--- src/hdl/pnf_pkg.sv ---
`timescale 1ns / 1ps
// Shared types and constants for the fbm Perlin noise block.
package pnf_pkg;

  localparam int TABLE_SIZE = 256;
  localparam int IDX_W      = 8;
  localparam int COORD_W    = 32;
  localparam int OCT_W      = 5;
  localparam int PERS_W     = 17;
  localparam int AMP_W      = 17;
  localparam int AMP_SUM_W  = 21;
  localparam int OUT_W      = 17;
  localparam int OUT_FRAC   = 15;
  localparam int QUO_W      = 18;
  localparam int MAG_W      = QUO_W + 1;
  localparam int CFG_IDX_W  = 2;
  localparam int WB_SEL_W   = 3;

  localparam logic [AMP_W-1:0] AMP_ONE = 17'h10000;
  localparam logic [OUT_W-1:0] SAT_MAX = 17'h0FFFF;
  localparam logic [OUT_W-1:0] SAT_MIN = 17'h10000;

  localparam logic OPC_EVAL = 1'b0;
  localparam logic OPC_LOAD = 1'b1;

  localparam logic [CFG_IDX_W-1:0] CFG_OCTAVES = 2'd0;
  localparam logic [CFG_IDX_W-1:0] CFG_PERSIST = 2'd1;

  localparam logic [2:0] WB_NONE  = 3'd0;
  localparam logic [2:0] WB_T2    = 3'd1;
  localparam logic [2:0] WB_Q     = 3'd2;
  localparam logic [2:0] WB_T3    = 3'd3;
  localparam logic [2:0] WB_FADE  = 3'd4;
  localparam logic [2:0] WB_LERP  = 3'd5;
  localparam logic [2:0] WB_TOTAL = 3'd6;
  localparam logic [2:0] WB_AMP   = 3'd7;

  typedef struct packed {
    logic             en;
    logic [IDX_W-1:0] addr;
    logic [IDX_W-1:0] data;
  } perm_wr_t;

  typedef struct packed {
    logic                    done;
    logic signed [OUT_W-1:0] value;
  } div_res_t;

endpackage

--- src/hdl/pnf_perm_mem.sv ---
`timescale 1ns / 1ps
// Permutation table memory with identity readback for entries never written.
module pnf_perm_mem (
  input  logic                    clk,
  input  logic                    rst,
  input  pnf_pkg::perm_wr_t       wr,
  input  logic [pnf_pkg::IDX_W-1:0] rd_addr,
  output logic [pnf_pkg::IDX_W-1:0] rd_data
);
  import pnf_pkg::*;

  logic [IDX_W-1:0]      mem [TABLE_SIZE];
  logic [TABLE_SIZE-1:0] written;
  logic [IDX_W-1:0]      mem_q;
  logic [IDX_W-1:0]      addr_q;
  logic                  written_q;

  always_ff @(posedge clk) begin
    if (wr.en) begin
      mem[wr.addr] <= wr.data;
    end
    mem_q  <= mem[rd_addr];
    addr_q <= rd_addr;
  end

  always_ff @(posedge clk) begin
    if (rst) begin
      written   <= '0;
      written_q <= 1'b0;
    end else begin
      if (wr.en) begin
        written[wr.addr] <= 1'b1;
      end
      written_q <= written[rd_addr];
    end
  end

  assign rd_data = written_q ? mem_q : addr_q;

endmodule

--- config.mk ---
export PLATFORM = sky130hd
export DESIGN_NAME = pnf_perm_mem
export DESIGN_NICKNAME = d
export VERILOG_FILES = /design/src/hdl/pnf_pkg.sv /design/src/hdl/pnf_perm_mem.sv
export SDC_FILE = /design/constraint.sdc
export NUM_CORES = 2
export LEC_CHECK = 0
export BUFFER_PORTS_ARGS = -buffer_cell sky130_fd_sc_hd__buf_2
export CAP_MARGIN = 0
export CELL_PAD_IN_SITES_DETAIL_PLACEMENT = 1
export CELL_PAD_IN_SITES_GLOBAL_PLACEMENT = 1
export CORE_MARGIN = 2
export CORE_UTILIZATION = 50
export DETAILED_ROUTE_END_ITERATION = 8
export PLACE_DENSITY = 0.69
export SKIP_CTS_REPAIR_TIMING = 1
export SYNTH_ARGS = -nofsm -noshare
export SYNTH_HDL_FRONTEND = slang
export SYNTH_SLANG_ARGS = --single-unit
export TNS_END_PERCENT = 10
--- constraint.sdc ---
create_clock -name clk -period 3.4 [get_ports clk]
set_clock_uncertainty 0.1 [all_clocks]
set_input_delay 0.34 -clock clk [delete_from_list [all_inputs] [get_ports clk]]
set_output_delay 0.34 -clock clk [all_outputs]
set_load 0.01 [all_outputs]
==> out/results.txt <==
run status -> complete, no violations
post-synth top area cell -> edfxtp_1
core area -> 176,000 sq um
commonest cells after routing, fill and taps aside -> 2,048 x edfxtp_1, 721 x nor2_1, 560 x mux4_2, 505 x buf_4, 273 x dfxtp_1
WL/cell -> 31.8 microns
number of detailed-route iterations in the first pass -> 5
Port-buffer cells -> 34
root buf cell -> clkbuf_16
synth warn -> 0
Via Count -> 47.5k
most common cell after layout, fill and taps aside -> edfxtp_1
FMAX -> 0.295 GHz
Place WS -> -0.463 ns
grt ovf -> 0
count of unique library cells instantiated by Yosys -> 44
Die ar. -> 180,000 sq um
sequential area share after synthesis -> 75.9%
fin util -> 58.5%
Setup Crit Path Kind -> input pin to flop
DP Area -> 95,200 sq um
hpwl dp -> 155 mm
max_cap viols -> 0
Layout Nets -> 5,158
Synth Register Bits -> 2,321
Slew headroom -> 29.5%
final instance area -> 103,000 sq um
first-pass GRT wire length -> 357 mm
clk_lat worst skew -> 0.88 ns
top cells by area, synth -> edfxtp_1 70%, mux4_2 14%, dfxtp_1 6.2%
drc violations -> 0
Worst IR Drop VDD -> 0.470 mV
Reg power frac -> 52.7%
endpoints failing hold -> 0
CTS tree -> yes
initial antenna violation count -> 7
unrepaired setup endpoints after global routing -> no
Tmin final -> 3.39 ns
CTS H-tree depth -> 4
cell count after synthesis -> 4,570
DRT iter0 DRCs -> 5,010
Hold Startpoint -> wr[9]
prevailing post-synth register cell -> edfxtp_1
Crit path required time -> 4.06 ns
Sink Count -> 2,321
routed wl met3 -> 17.4 mm
met2 WL post-DR -> 120 mm
Reg2Reg Depth -> 7
Met1 Wirelength -> 97.5 mm
layout cells sized above 1 -> 29.0%
Layout area overhead -> 16.5%
leakage power -> 33.3 nW
Core Rows -> 154
CTS buffer count -> 227
netlist area before placement -> 88,200 sq um
vias in the first global route -> 50.3k
Antenna Nets Post-Route -> 0
switching part of the total -> 21.7%
WL final -> 244 mm
IO Count -> 35
ys async rst share -> 0%
clk buf depth -> 3
class of the worst hold path -> input pin to flop
Slew Limit Fails -> 0
diode count -> 0
internal cell power -> 0.0462 W
total net switching power -> 0.0128 W
Syn Area/Cell -> 19.3 sq um
Critical Path End Type -> flop
clock network power share -> 42.1%
top sig layer -> met5
Gate power share -> 5.2%
hold endpoint -> written[155]
# fillers -> 15.3k
Starting Density -> 50.2%
Final WS setup -> 0.00905 ns
Placer Congestion -> 0.851
FF-to-FF End -> mem_q[4]
fin crit share -> 99.7%
die width -> 424 microns
Post-Synthesis Net Count -> 4,597
Post-synth EDFFs -> 2,048
Reg area -> 67,000 sq um
R2R setup slack -> 0.31 ns
gr usage total -> 27.5%
Least-Margin Pin Slew -> 1.06 ns
largest net degree at the start of global routing -> 133
Setup violations, final -> 0
Multi-input gate area -> 20,000 sq um
Die Y -> 424 microns
worst endpoint data arrival time -> 4.05 ns
crit path max fanout -> 25
vias per inst -> 6.19
Hold Slack -> 0.0305 ns
share of the synthesized area in the top cell type -> 69.7%
CTS clk-pin slew, worst paths -> 0.06 ns
RR Startpoint -> mem[143][4]
Worst Hold Depth -> 5
PwrDens -> 574 nW/um^2
Startpoint Class -> input pin
-- state kept, by name, indices dropped and copies added (netlist names) --
| name | flops |
|---|---|
| mem | 2048 |
| written_q | 1 |
| written | 256 |
| addr_q | 8 |
| mem_q | 8 |
-- worst max-delay path by stage --
stage / depth (start not counted) / slack, ns / from / to
CTS: 7 / 0.38 / mem[143][4] / mem_q[4]
floorplan: 10 / 0.75 / rd_addr[1] / mem_q[6]
finish: 12 / 0.009 / rd_addr[2] / mem_q[4]
global placement: 11 / -0.49 / rd_addr[0] / mem_q[4]
global route: 12 / 0.07 / rd_addr[2] / mem_q[4]
detailed placement: 11 / -0.46 / rd_addr[0] / mem_q[4]
-- final cells by class --
type	instances	share of cell area [%]
clock inverters	121	1.10
well taps	2340	2.85
clock buffers	314	6.09
inverters	4	0.0146
multi-input cells	1960	19.5
flip-flops and latches	2321	65.2
repair buffers	617	5.32
-- per-stage QoR --
step / instances / setup TNS [ns] / total power [W]
global placement: 7226 / -1.57 / 0.0347
finish: 7677 / 0 / 0.0590
CTS: 7661 / 0 / 0.0594
floorplan: 4570 / 0 / 0.0331
detailed placement: 7226 / -1.77 / 0.0347
global route: 7677 / 0 / 0.0605
-- kinds of logic (layout without fill, tap and decap cells) --
| logic type | Yosys count | in the layout | synth area share (%) |
|---|---|---|---|
| AOI/OAI and AO/OA | 482 | 482 | 3.78 |
| and+or+nand+nor | 875 | 875 | 4.04 |
| muxes | 603 | 603 | 14.8 |
| DFF | 2321 | 2321 | 75.9 |
| buffers and inverters | 289 | 1056 | 1.45 |
-- critical path, cell delays in order --
cell and delay [ns]:
dlygate4sd3_1 0.52, buf_2 0.45, buf_4 0.31, nor2b_4 0.08
buf_12 0.16, buf_12 0.19, a22oi_1 0.37, a21oi_1 0.18
nor4_1 0.86, buf_4 0.23, o22ai_1 0.08, or2_1 0.23
-- layer usage --
metal	global-route usage [%]	up-vias
li1	-	19602
met1	38.0	25504
met2	44.4	1941
met3	4.64	467
met4	9.95	8
met5	0	-
-- synth_stat cells (12+ instances only) --
master and n:
o22ai_1 23, nand2_1 33, buf_4 18, buf_1 25
buf_2 50, nor2b_1 20, nor4_1 33, nand3_1 23
mux2i_1 33, dfxtp_1 273, a21oi_1 140, o221ai_1 12
a22oi_1 256, clkbuf_1 184, o21ba_2 29, mux4_2 560
nor2_1 723, edfxtp_1 2048
-- power by group through the flow --
| stage | registers, W | logic, W | clock network, W |
|---|---|---|---|
| global route | 0.0311 | 0.00323 | 0.0262 |
| floorplan | 0.0317 | 0.00145 | 0 |
| CTS | 0.0311 | 0.00307 | 0.0252 |
| finish | 0.0311 | 0.00307 | 0.0248 |
| global placement | 0.0317 | 0.00298 | 0 |
| detailed placement | 0.0317 | 0.00305 | 0 |
No activity file was read; power rests on OpenSTA's default activity.
