===== config.mk =====
export PLATFORM = sky130hd
export DESIGN_NAME = pnf_divider
export DESIGN_NICKNAME = d
export VERILOG_FILES = /design/src/hdl/pnf_pkg.sv /design/src/hdl/pnf_divider.sv
export SDC_FILE = /design/constraint.sdc
export NUM_CORES = 1
export LEC_CHECK = 0
export ABC_CLOCK_PERIOD_IN_PS = 11950
export BUFFER_PORTS_ARGS = -buffer_cell sky130_fd_sc_hd__buf_2
export CAP_MARGIN = 15
export CORE_ASPECT_RATIO = 1.25
export CORE_MARGIN = 3
export CORE_UTILIZATION = 35
export CTS_CLUSTER_DIAMETER = 30
export DETAILED_ROUTE_END_ITERATION = 16
export PLACE_DENSITY = 0.59
export SLEW_MARGIN = 20
export SYNTH_ARGS = -nofsm -noshare
export SYNTH_HDL_FRONTEND = slang
export SYNTH_SLANG_ARGS = --single-unit

===== constraint.sdc =====
create_clock -name clk -period 11.95 [get_ports clk]
set_clock_uncertainty 0.15 [all_clocks]
set_input_delay 2.39 -clock clk [delete_from_list [all_inputs] [get_ports clk]]
set_output_delay 2.39 -clock clk [all_outputs]
set_load 0.01 [all_outputs]

===== src/hdl/pnf_pkg.sv =====
`timescale 1ns / 1ps
// Shared types and constants for the fbm Perlin noise block.
package pnf_pkg;

  localparam int TABLE_SIZE = 256;
  localparam int IDX_W      = 8;
  localparam int COORD_W    = 32;
  localparam int OCT_W      = 5;
  localparam int PERS_W     = 17;
  localparam int AMP_W      = 17;
  localparam int AMP_SUM_W  = 21;
  localparam int OUT_W      = 17;
  localparam int OUT_FRAC   = 15;
  localparam int QUO_W      = 18;
  localparam int MAG_W      = QUO_W + 1;
  localparam int CFG_IDX_W  = 2;
  localparam int WB_SEL_W   = 3;

  localparam logic [AMP_W-1:0] AMP_ONE = 17'h10000;
  localparam logic [OUT_W-1:0] SAT_MAX = 17'h0FFFF;
  localparam logic [OUT_W-1:0] SAT_MIN = 17'h10000;

  localparam logic OPC_EVAL = 1'b0;
  localparam logic OPC_LOAD = 1'b1;

  localparam logic [CFG_IDX_W-1:0] CFG_OCTAVES = 2'd0;
  localparam logic [CFG_IDX_W-1:0] CFG_PERSIST = 2'd1;

  localparam logic [2:0] WB_NONE  = 3'd0;
  localparam logic [2:0] WB_T2    = 3'd1;
  localparam logic [2:0] WB_Q     = 3'd2;
  localparam logic [2:0] WB_T3    = 3'd3;
  localparam logic [2:0] WB_FADE  = 3'd4;
  localparam logic [2:0] WB_LERP  = 3'd5;
  localparam logic [2:0] WB_TOTAL = 3'd6;
  localparam logic [2:0] WB_AMP   = 3'd7;

  typedef struct packed {
    logic             en;
    logic [IDX_W-1:0] addr;
    logic [IDX_W-1:0] data;
  } perm_wr_t;

  typedef struct packed {
    logic                    done;
    logic signed [OUT_W-1:0] value;
  } div_res_t;

endpackage


===== src/hdl/pnf_divider.sv =====
`timescale 1ns / 1ps
// Restoring divider that normalizes the weighted sum and saturates to Q2.15.
module pnf_divider #(
  parameter int DIV_W = 55
) (
  input  logic              clk,
  input  logic              rst,
  input  logic              start,
  input  logic              neg,
  input  logic [DIV_W-1:0]  num,
  input  logic [DIV_W-1:0]  den,
  output pnf_pkg::div_res_t res
);
  import pnf_pkg::*;

  localparam int CNT_W = $clog2(QUO_W);
  localparam logic [1:0] DV_IDLE = 2'd0;
  localparam logic [1:0] DV_RUN  = 2'd1;
  localparam logic [1:0] DV_FIN  = 2'd2;

  logic [1:0]       state;
  logic [CNT_W-1:0] cnt;
  logic [DIV_W-1:0] rem;
  logic [DIV_W-1:0] dsh;
  logic [QUO_W-1:0] quo;
  logic             neg_q;
  logic [MAG_W-1:0] mag;
  logic [OUT_W-1:0] pos_val;
  logic [OUT_W-1:0] neg_val;

  always_comb begin
    mag     = MAG_W'(quo) + MAG_W'(neg_q && (rem != '0));
    pos_val = (mag > MAG_W'(SAT_MAX)) ? SAT_MAX : OUT_W'(mag);
    neg_val = (mag > MAG_W'(SAT_MIN)) ? SAT_MIN : OUT_W'(0) - OUT_W'(mag);
  end

  always_ff @(posedge clk) begin
    if (rst) begin
      state    <= DV_IDLE;
      res.done <= 1'b0;
    end else if (start) begin
      state    <= DV_RUN;
      res.done <= 1'b0;
      rem      <= num;
      dsh      <= den << (QUO_W - 1);
      quo      <= '0;
      cnt      <= CNT_W'(QUO_W - 1);
      neg_q    <= neg;
    end else begin
      unique case (state)
        DV_RUN: begin
          if (rem >= dsh) begin
            rem <= rem - dsh;
            quo <= {quo[QUO_W-2:0], 1'b1};
          end else begin
            quo <= {quo[QUO_W-2:0], 1'b0};
          end
          dsh <= dsh >> 1;
          if (cnt == '0) begin
            state <= DV_FIN;
          end else begin
            cnt <= cnt - CNT_W'(1);
          end
        end
        DV_FIN: begin
          res.value <= neg_q ? neg_val : pos_val;
          res.done  <= 1'b1;
          state     <= DV_IDLE;
        end
        default: ;
      endcase
    end
  end

endmodule


==> results.sh, run 1 <==
export IMPL_ys_flop_type="edfxtp_1"
export IMPL_crit_path_cell_trace="buf_6 -> nor2_1 -> nor2_4 -> buf_4 -> a21boi_4 -> buf_4"
export IMPL_endpoint_kind="register"
export IMPL_status="finished, final reports clean"
export IMPL_grt_pass1_vias=8745
export IMPL_grt_max_degree=152
export IMPL_worstPathArrival_ns=5.11
export IMPL_core_area_sq_mm=0.0303
export IMPL_syn_nets=1370
export IMPL_worst_pin_slew_ns=0.930
export IMPL_min_path_type="reg -> reg"
export IMPL_synth_ff_latch_count=154
export IMPL_critPathKind="in -> reg"
export IMPL_crit_required_ns=11.88
export IMPL_port_buffers=114
export IMPL_dr_pass1_iters=5
export IMPL_chipWidth_um=163
export IMPL_avgSynthCellArea_sq_um=9.08
export IMPL_post_cts_buffers=0
export IMPL_antenna_found_initial=0
export IMPL_instances_no_fill=1685
export IMPL_routed_via_count=8947
export IMPL_insertedDiodeCount=0
export IMPL_nNetsFinal=1447
export IMPL_clk_latency_ns=0.44
export IMPL_drt_iter0_markers=508
export IMPL_cts_tree="done"
export IMPL_grt_total_usage_pct=16.5
export IMPL_pin_count=132
export IMPL_peakVddDrop_uv=78.6
export IMPL_period_needed_ns=5.18
export IMPL_period_share_pct=43.4
export IMPL_p_leak_nw=4.87
export IMPL_area_delta_synth_final_pct=13.6
export IMPL_grt_setup_unrepaired="no"
export IMPL_setup_violations=0
export IMPL_slew_headroom_pct=38.0
export IMPL_dp_cells=1653
export IMPL_dp_final_hpwl_um=20900
export IMPL_die_h_um=203
export IMPL_via_per_inst=5.31
export IMPL_async_flop_share_pct=0
export IMPL_start_util_pct=35.8
export IMPL_gp_congestion=0.890
export IMPL_synth_edf_count=151
export IMPL_r2r_slack_ns=7.03
export IMPL_drive_gt1_share_pct=14.3
export IMPL_powerDensity_mw_per_mm2=133
export IMPL_drc=0
export IMPL_clockRootBuffer="clkbuf_16"
export IMPL_yosysUniqueCellTypes=80
export IMPL_cts_buffers=17
export IMPL_hold_buffers=0
export IMPL_cp_slowest_cell="a21boi_4"
export IMPL_fin_tns_setup_ns=0
export IMPL_clk_pin_slew_ns=0.07
export IMPL_row_count=71
export IMPL_grt_pass1_wl_um=43800
export IMPL_ys_seq_area_share_pct=42.4
export IMPL_cts_buffer_depth=2
export IMPL_cts_sinks=154
export IMPL_hold_viol=0
export IMPL_critPathLaunchType="input port"
export IMPL_synthCells=1194
export IMPL_max_stage_delay_ns=0.75
export IMPL_dieArea_sq_mm=0.0331
export IMPL_syn_area_sq_mm=0.0108
export IMPL_cts_resized=0
export IMPL_ys_warn_count=0
export IMPL_critPathMostFrequentCell="buf_4"
export IMPL_crit_fanout=151
export IMPL_wire_per_inst_um=16.4
export IMPL_drv_slew=0
export IMPL_wirelength_um=27600
export IMPL_timing_fmax_ghz=0.193
export IMPL_htreeDepth=4
export IMPL_drv_cap=0
export IMPL_overflow=0
export IMPL_ant_nets=0
## layer usage
layer	global-route usage [%]	wire length, um
met1	20.5	12100
met2	28.7	13600
met3	2.67	1120
met4	6.13	820
met5	0	0
## synth_stat cells (all sizes together), types with 5 or more instances
cell type,number,area (sq um)
a31oi,9,62.6
o221ai,7,61.3
inv,87,327
ha,61,763
nand2b,9,63.8
nand3,26,130
edfxtp,151,4530
a21o,33,248
nand2,155,584
o21bai,11,82.6
o21ai,127,639
or3,10,62.6
nor2b,22,138
nor2,78,293
and2,7,43.8
or2,5,33.8
nor4,27,169
mux2,6,67.6
a21oi,71,355
o21a,11,82.6
a211oi,6,45.0
buf,13,72.6
xnor2,40,358
nand4,26,199
o211ai,9,67.6
and3,8,50.1
xor2,26,228
o31ai,11,92.6
nor3,32,181
clkbuf,49,184
a21boi,7,52.6
## placed cells by master (no fill, tap or decap), types with 10 or more instances in the layout
master	n
clkbuf_16	17
nor2_1	77
edfxtp_1	151
nor3_1	29
o21bai_1	11
a21oi_1	71
buf_2	113
nor4_1	26
xnor2_1	39
ha_1	61
nand2_1	154
or3_1	10
nor2b_1	22
xor2_1	26
nand4_1	23
nand3_1	26
o21a_1	11
a21o_1	33
inv_1	86
o21ai_0	123
## layout make-up
cell class              count  area, sq um
flip-flops and latches    154         4590
fillers                  3084        18000
multi-input cells         891         5690
well taps                 401          502
clock buffers              20          447
inverters                  87          327
clock inverters            12          140
repair buffers            120          622
## registers in the layout, summed over array words and instances, names as in the netlist
name,flops
quo,18
cnt,5
neg_q,1
rem,55
state,2
dsh,55
res,18
## kinds of logic after synthesis
| group | after synthesis | share of synthesized area [%] |
|---|---|---|
| buffers and inverters | 149 | 5.38 |
| AOI/OAI and AO/OA | 339 | 19.9 |
| muxes | 8 | 0.808 |
| adders and majority gates | 62 | 7.23 |
| DFF | 154 | 42.4 |
| and+or+nand+nor | 416 | 18.9 |
| xor gates and xnor gates | 66 | 5.40 |
## stage by stage
step	instance area [sq um]	worst slack (ns)	hold slack [ns]	utilization (%)	power, mW
after global routing	12300	6.45	0.405	40.7	1.73
after CTS	12300	6.67	0.373	40.7	1.65
after global placement	11700	6.26	0.341	38.7	1.09
final	12300	6.77	0.366	40.7	1.64
after detailed placement	11700	6.21	0.363	38.7	1.10
after floorplan	10800	0.997	0.311	-	0.987
## where the power goes
group / total [mW] / internal (mW) / switching (mW)
Clock: 0.551 / 0.315 / 0.236
Combinational: 0.418 / 0.162 / 0.257
Sequential: 0.670 / 0.647 / 0.0229
## path summary, 6_finish.rpt
kind,startpoint,endpoint,cells after the start
min reg2reg,state[0],state[0],2
max reg2reg,rem[21],res[8],14
min,state[0],state[0],2
max,start,rem[41],6
## critical path: cells and delay by family
| kind | cells | cell delay [ns] |
|---|---|---|
| buf+inv | 3 | 1.61 |
| compound gates | 1 | 0.75 |
| simple gates | 2 | 0.29 |
Power figures use the tool's default switching activity.
==> run 2: changes to the inputs <==
ABC_CLOCK_PERIOD_IN_PS = 4300   (was 11950)
PLACE_DENSITY = 0.61   (was 0.59)
clock period = 4.3 ns   (was 11.95 ns; I/O delays follow)
==> run 2 against run 1 <==
Effect of this change: wire length grew 0.17%; total power grew to 2.8 times the previous value; sequential cell count is the same; first-iteration DRC count grew 9.1%; final cell count grew 1.3%; sequential share of layout area shrank 0.64 points; design area grew 1.8%; critical path depth grew 5; global-route usage grew 0.17 points; via count grew 1.4%; clock power grew to 2.7 times the previous value; largest cell class unchanged.
==> results.sh, run 2 (synthesized netlist as in run 1, its figures left out) <==
export IMPL_critPathLaunchType="register"
export IMPL_via_per_inst=5.31
export IMPL_endpoint_kind="register"
export IMPL_grt_max_degree=209
export IMPL_insertedDiodeCount=0
export IMPL_crit_required_ns=4.25
export IMPL_r2r_slack_ns=0.14
export IMPL_chipWidth_um=163
export IMPL_cts_buffer_depth=2
export IMPL_pin_count=132
export IMPL_dp_final_hpwl_um=20600
export IMPL_p_leak_nw=4.99
export IMPL_row_count=71
export IMPL_cts_tree="done"
export IMPL_reg2reg_to="rem[39]"
export IMPL_grt_pass1_vias=8748
export IMPL_nNetsFinal=1469
export IMPL_clockRootBuffer="clkbuf_16"
export IMPL_routed_via_count=9069
export IMPL_cts_sinks=154
export IMPL_period_share_pct=96.9
export IMPL_drc=0
export IMPL_startpoint="rem[8]"
export IMPL_grt_total_usage_pct=16.7
export IMPL_powerDensity_mw_per_mm2=363
export IMPL_clk_latency_ns=0.44
export IMPL_period_needed_ns=4.16
export IMPL_reg_largest_list="dsh: 55 flops, rem: 55 flops"
export IMPL_status="finished, final reports clean"
export IMPL_timing_fmax_ghz=0.240
export IMPL_port_buffers=114
export IMPL_reg2regPathDepth=11
export IMPL_min_delay_start="state[0]"
export IMPL_start_util_pct=35.8
export IMPL_area_delta_synth_final_pct=15.6
export IMPL_hold_buffers=0
export IMPL_drv_slew=0
export IMPL_setup_violations=0
export IMPL_dr_pass1_iters=6
export IMPL_r2r_start="rem[8]"
export IMPL_htreeDepth=4
export IMPL_worst_pin_slew_ns=0.780
export IMPL_hold_end="state[0]"
export IMPL_overflow=0
export IMPL_die_h_um=203
export IMPL_final_common_cell="nand2_1"
export IMPL_fillers=3012
export IMPL_hold_viol=0
export IMPL_min_path_type="reg -> reg"
export IMPL_mostFrequentLayoutCells="nand2_1 (154), edfxtp_1 (151), o21ai_0 (123)"
export IMPL_cts_buffers=17
export IMPL_critPathKind="reg -> reg"
export IMPL_dieArea_sq_mm=0.0331
export IMPL_clk_pin_slew_ns=0.07
export IMPL_dp_cells=1673
export IMPL_grt_pass1_wl_um=44500
export IMPL_drt_iter0_markers=554
export IMPL_instances_no_fill=1707
export IMPL_fin_util_pct=41.4
export IMPL_core_area_sq_mm=0.0303
export IMPL_crit_fanout=55
export IMPL_ant_nets=0
export IMPL_drive_gt1_share_pct=16.2
export IMPL_whs_path_depth=2
export IMPL_wirelength_um=27700
export IMPL_gp_congestion=0.896
export IMPL_slew_headroom_pct=48.0
export IMPL_drv_cap=0
export IMPL_antenna_found_initial=0
export IMPL_wire_per_inst_um=16.2
export IMPL_worstPathArrival_ns=4.12
export IMPL_peakVddDrop_uv=230
-- run 2: cell types whose count changed in the layout (fill, tap and decap cells not counted), sizes merged --
cell / change
clkinv: -3
bufinv: -1
buf: +22
clkbuf: -1
inv: +4
clkinvlp: +1
-- run 2: critical path: stages, from the launching register on --
cell and delay [ns]:
edfxtp_1 0.40, ha_1 0.40, and4_1 0.26, nand2_1 0.07, a211oi_1 0.38, o21ai_0 0.29, a21oi_1 0.44, o21ai_0 0.31
a21oi_1 0.36, a21oi_1 0.21, a21boi_4 0.21, buf_12 0.31
-- run 2: final cells by class --
| cell class | instances | area, sq um | area share, % |
|---|---|---|---|
| Timing Repair Buffer | 142 | 825 | 6.58 |
| Multi-Input combinational cell | 891 | 5710 | 45.6 |
| Sequential cell | 154 | 4590 | 36.7 |
| Tap cell | 401 | 502 | 4.00 |
| Inverter | 87 | 327 | 2.61 |
| Clock buffer | 19 | 443 | 3.53 |
| Clock inverter | 13 | 133 | 1.06 |
-- run 2: timing repair --
item	4_1_cts	5_1_grt
setup endpoints to repair	0	15
gates resized for setup	0	4
buffers inserted	0	2
-- run 2: routing by layer --
layer | GRT usage (%) | share of wire (%)
met2 | 28.5 | 49
met5 | 0 | 0
met1 | 21.5 | 43
met4 | 5.86 | 2.8
met3 | 2.49 | 5.0
-- run 2: how the worst max path moves through the flow --
stage,slack [ns],end,cells after the start
global route,-0.0002,res[15],17
finish,0.14,rem[39],11
global placement,0.24,res[15],16
detailed placement,0.16,res[12],17
CTS,0.08,res[12],17
floorplan,0.009,rem[0],5
-- run 2: stage by stage --
step	power [mW]	setup slack (ns)	hold WS (ns)	instance area, sq um	setup TNS [ns]
2_1_floorplan	2.74	0.00944	0.311	10900	0
6_report	4.55	0.135	0.356	12500	0
5_1_grt	4.80	-0.000205	0.387	12500	-0.000205
4_1_cts	4.58	0.0803	0.355	12500	0
3_3_place_gp	3.04	0.244	0.340	11900	0
3_5_place_dp	3.06	0.161	0.345	11900	0
-- run 2: power by group --
part / switching, mW / internal (mW) / total (mW)
combinational: 0.715 / 0.466 / 1.18
sequential: 0.0635 / 1.80 / 1.86
clock: 0.685 / 0.827 / 1.51
==> run 3: changes to the inputs <==
BUFFER_PORTS_ARGS = -buffer_cell sky130_fd_sc_hd__buf_4   (was -buffer_cell sky130_fd_sc_hd__buf_2)
==> run 3 against run 2 <==
Effect of this change: setup slack worse by 0.0014 ns; clock power up 5%; fmax about the same; core utilization up 0.99 points; highest routed layer unchanged.
==> results.sh, run 3 (synthesized netlist as in run 1, its figures left out) <==
export IMPL_critPathLaunchType="register"
export IMPL_drt_iter0_markers=457
export IMPL_power_frac_seq_pct=40.1
export IMPL_crit_fanout=55
export IMPL_drv_slew=0
export IMPL_overflow=0
export IMPL_start_util_pct=35.8
export IMPL_cts_tree="done"
export IMPL_dieArea_sq_mm=0.0331
export IMPL_row_count=71
export IMPL_core_area_sq_mm=0.0303
export IMPL_status="finished, final reports clean"
export IMPL_clk_latency_ns=0.44
export IMPL_critPathMostFrequentCell="a21oi_1"
export IMPL_chipWidth_um=163
export IMPL_dr_pass1_iters=5
export IMPL_critical_path_buf_inv_count=1
export IMPL_final_common_cell="nand2_1"
export IMPL_min_path_type="reg -> reg"
export IMPL_cts_buffer_depth=2
export IMPL_slew_headroom_pct=37.4
export IMPL_grt_pass1_vias=8865
export IMPL_wire_per_inst_um=16.4
export IMPL_cp_slowest_cell="edfxtp_1"
export IMPL_clockRootBuffer="clkbuf_16"
export IMPL_crit_required_ns=4.26
export IMPL_cts_resized=0
export IMPL_wirelength_um=27900
export IMPL_mostFrequentLayoutCells="nand2_1 (154), edfxtp_1 (151), buf_4 (138)"
export IMPL_antenna_found_initial=0
export IMPL_max_stage_delay_ns=0.46
export IMPL_gp_congestion=0.900
export IMPL_hold_buffers=0
export IMPL_post_cts_buffers=0
export IMPL_regArea_sq_mm=0.00459
export IMPL_die_h_um=203
export IMPL_clk_pin_slew_ns=0.07
export IMPL_grt_util_met2_pct=29.3
export IMPL_routed_via_count=9037
export IMPL_worst_pin_slew_ns=0.939
export IMPL_internal_power_mw=3.18
export IMPL_worstPathArrival_ns=4.12
export IMPL_reg_largest_list="dsh: 55 flops, rem: 55 flops"
export IMPL_clockPowerShare_pct=34.0
export IMPL_power_mw=4.64
export IMPL_crit_path_cell_trace="ha_1 -> nor2b_1 -> o31ai_2 -> a211oi_1 -> o21ai_0 -> a21oi_1 -> o21ai_0 -> a21oi_1 -> a21oi_1 -> a21boi_4 -> buf_12"
export IMPL_endpoint_kind="register"
export IMPL_ant_nets=0
export IMPL_drv_cap=0
export IMPL_drive_gt1_share_pct=16.2
export IMPL_busiest_layer="met2"
export IMPL_period_needed_ns=4.17
export IMPL_htreeDepth=4
export IMPL_p_comb_share_pct=26.0
export IMPL_via_per_inst=5.29
export IMPL_port_buffers=114
export IMPL_critPathKind="reg -> reg"
export IMPL_fin_tns_setup_ns=0
export IMPL_area_delta_synth_final_pct=18.4
export IMPL_grt_max_degree=221
export IMPL_powerDensity_mw_per_mm2=362
export IMPL_grt_pass1_wl_um=44900
export IMPL_swShare_pct=31.6
export IMPL_nNetsFinal=1469
export IMPL_p_leak_nw=5.11
export IMPL_timing_fmax_ghz=0.240
export IMPL_peakVddDrop_uv=238
export IMPL_dp_final_hpwl_um=20900
export IMPL_hold_viol=0
export IMPL_cts_sinks=154
export IMPL_cts_buffers=17
export IMPL_fillers=2978
export IMPL_setup_violations=0
export IMPL_p_sw_mw=1.47
export IMPL_met1_usage_pct=21.2
export IMPL_grt_setup_unrepaired="no"
export IMPL_use_met3_pct=2.51
export IMPL_period_share_pct=96.9
export IMPL_crit_family="compound AO/OA/AOI/OAI gates"
export IMPL_drc=0
export IMPL_grt_total_usage_pct=16.9
export IMPL_multi_input_area_sq_mm=0.00570
export IMPL_insertedDiodeCount=0
export IMPL_pin_count=132
run 3: cell count changes in the layout (fill, tap and decap cells not counted), moves of 2 or more:
cell,previous run,this run
clkinvlp_4,4,1
clkinv_2,0,2
buf_2,113,0
buf_4,25,138
run 3: path summary, 6_finish.rpt:
path,start,endpoint,slack [ns],depth (start not counted)
worst max-delay path,rem[1],rem[21],0.13,11
worst min-delay path,state[0],state[0],0.36,2
worst max register to register,rem[1],rem[21],0.13,11
worst min register to register,state[0],state[0],0.36,2
run 3: tightest hold or removal path, stage by stage (launching register included):
cell and delay [ns]:
dfxtp_1 0.32, o21ai_0 0.07, a21oi_1 0.07
run 3: area by class of cell:
| type | count | area share [%] |
|---|---|---|
| inverters | 87 | 2.54 |
| multi-input cells | 891 | 44.4 |
| clock inverters | 14 | 1.26 |
| clock buffers | 18 | 3.42 |
| repair buffers | 142 | 8.63 |
| flip-flops and latches | 154 | 35.8 |
| well taps | 401 | 3.91 |
run 3: through the flow:
stage | area, sq um | hold slack, ns | utilization (%) | std cells | setup slack, ns
floorplan | 10900 | 0.311 | - | 1194 | 0.00944
finish | 12800 | 0.361 | 42.4 | 1707 | 0.134
detailed placement | 12200 | 0.350 | 40.3 | 1675 | 0.227
CTS | 12800 | 0.360 | 42.3 | 1707 | 0.203
global route | 12800 | 0.403 | 42.4 | 1707 | 0.0228
global placement | 12200 | 0.335 | 40.3 | 1675 | 0.230
run 3: power by group through the flow:
stage                     Clock, mW  Combinational, mW  Sequential (mW)
after global placement            0               1.18             1.89
after detailed placement          0               1.20             1.89
after floorplan                   0              0.871             1.87
after global routing           1.67               1.35             1.87
after CTS                      1.61               1.20             1.86
final                          1.58               1.21             1.86
run 3: metal layers:
metal	up-vias	wire (um)
li1	4552	-
met5	-	0
met3	54	1030
met4	0	927
met2	209	13700
met1	4222	12200
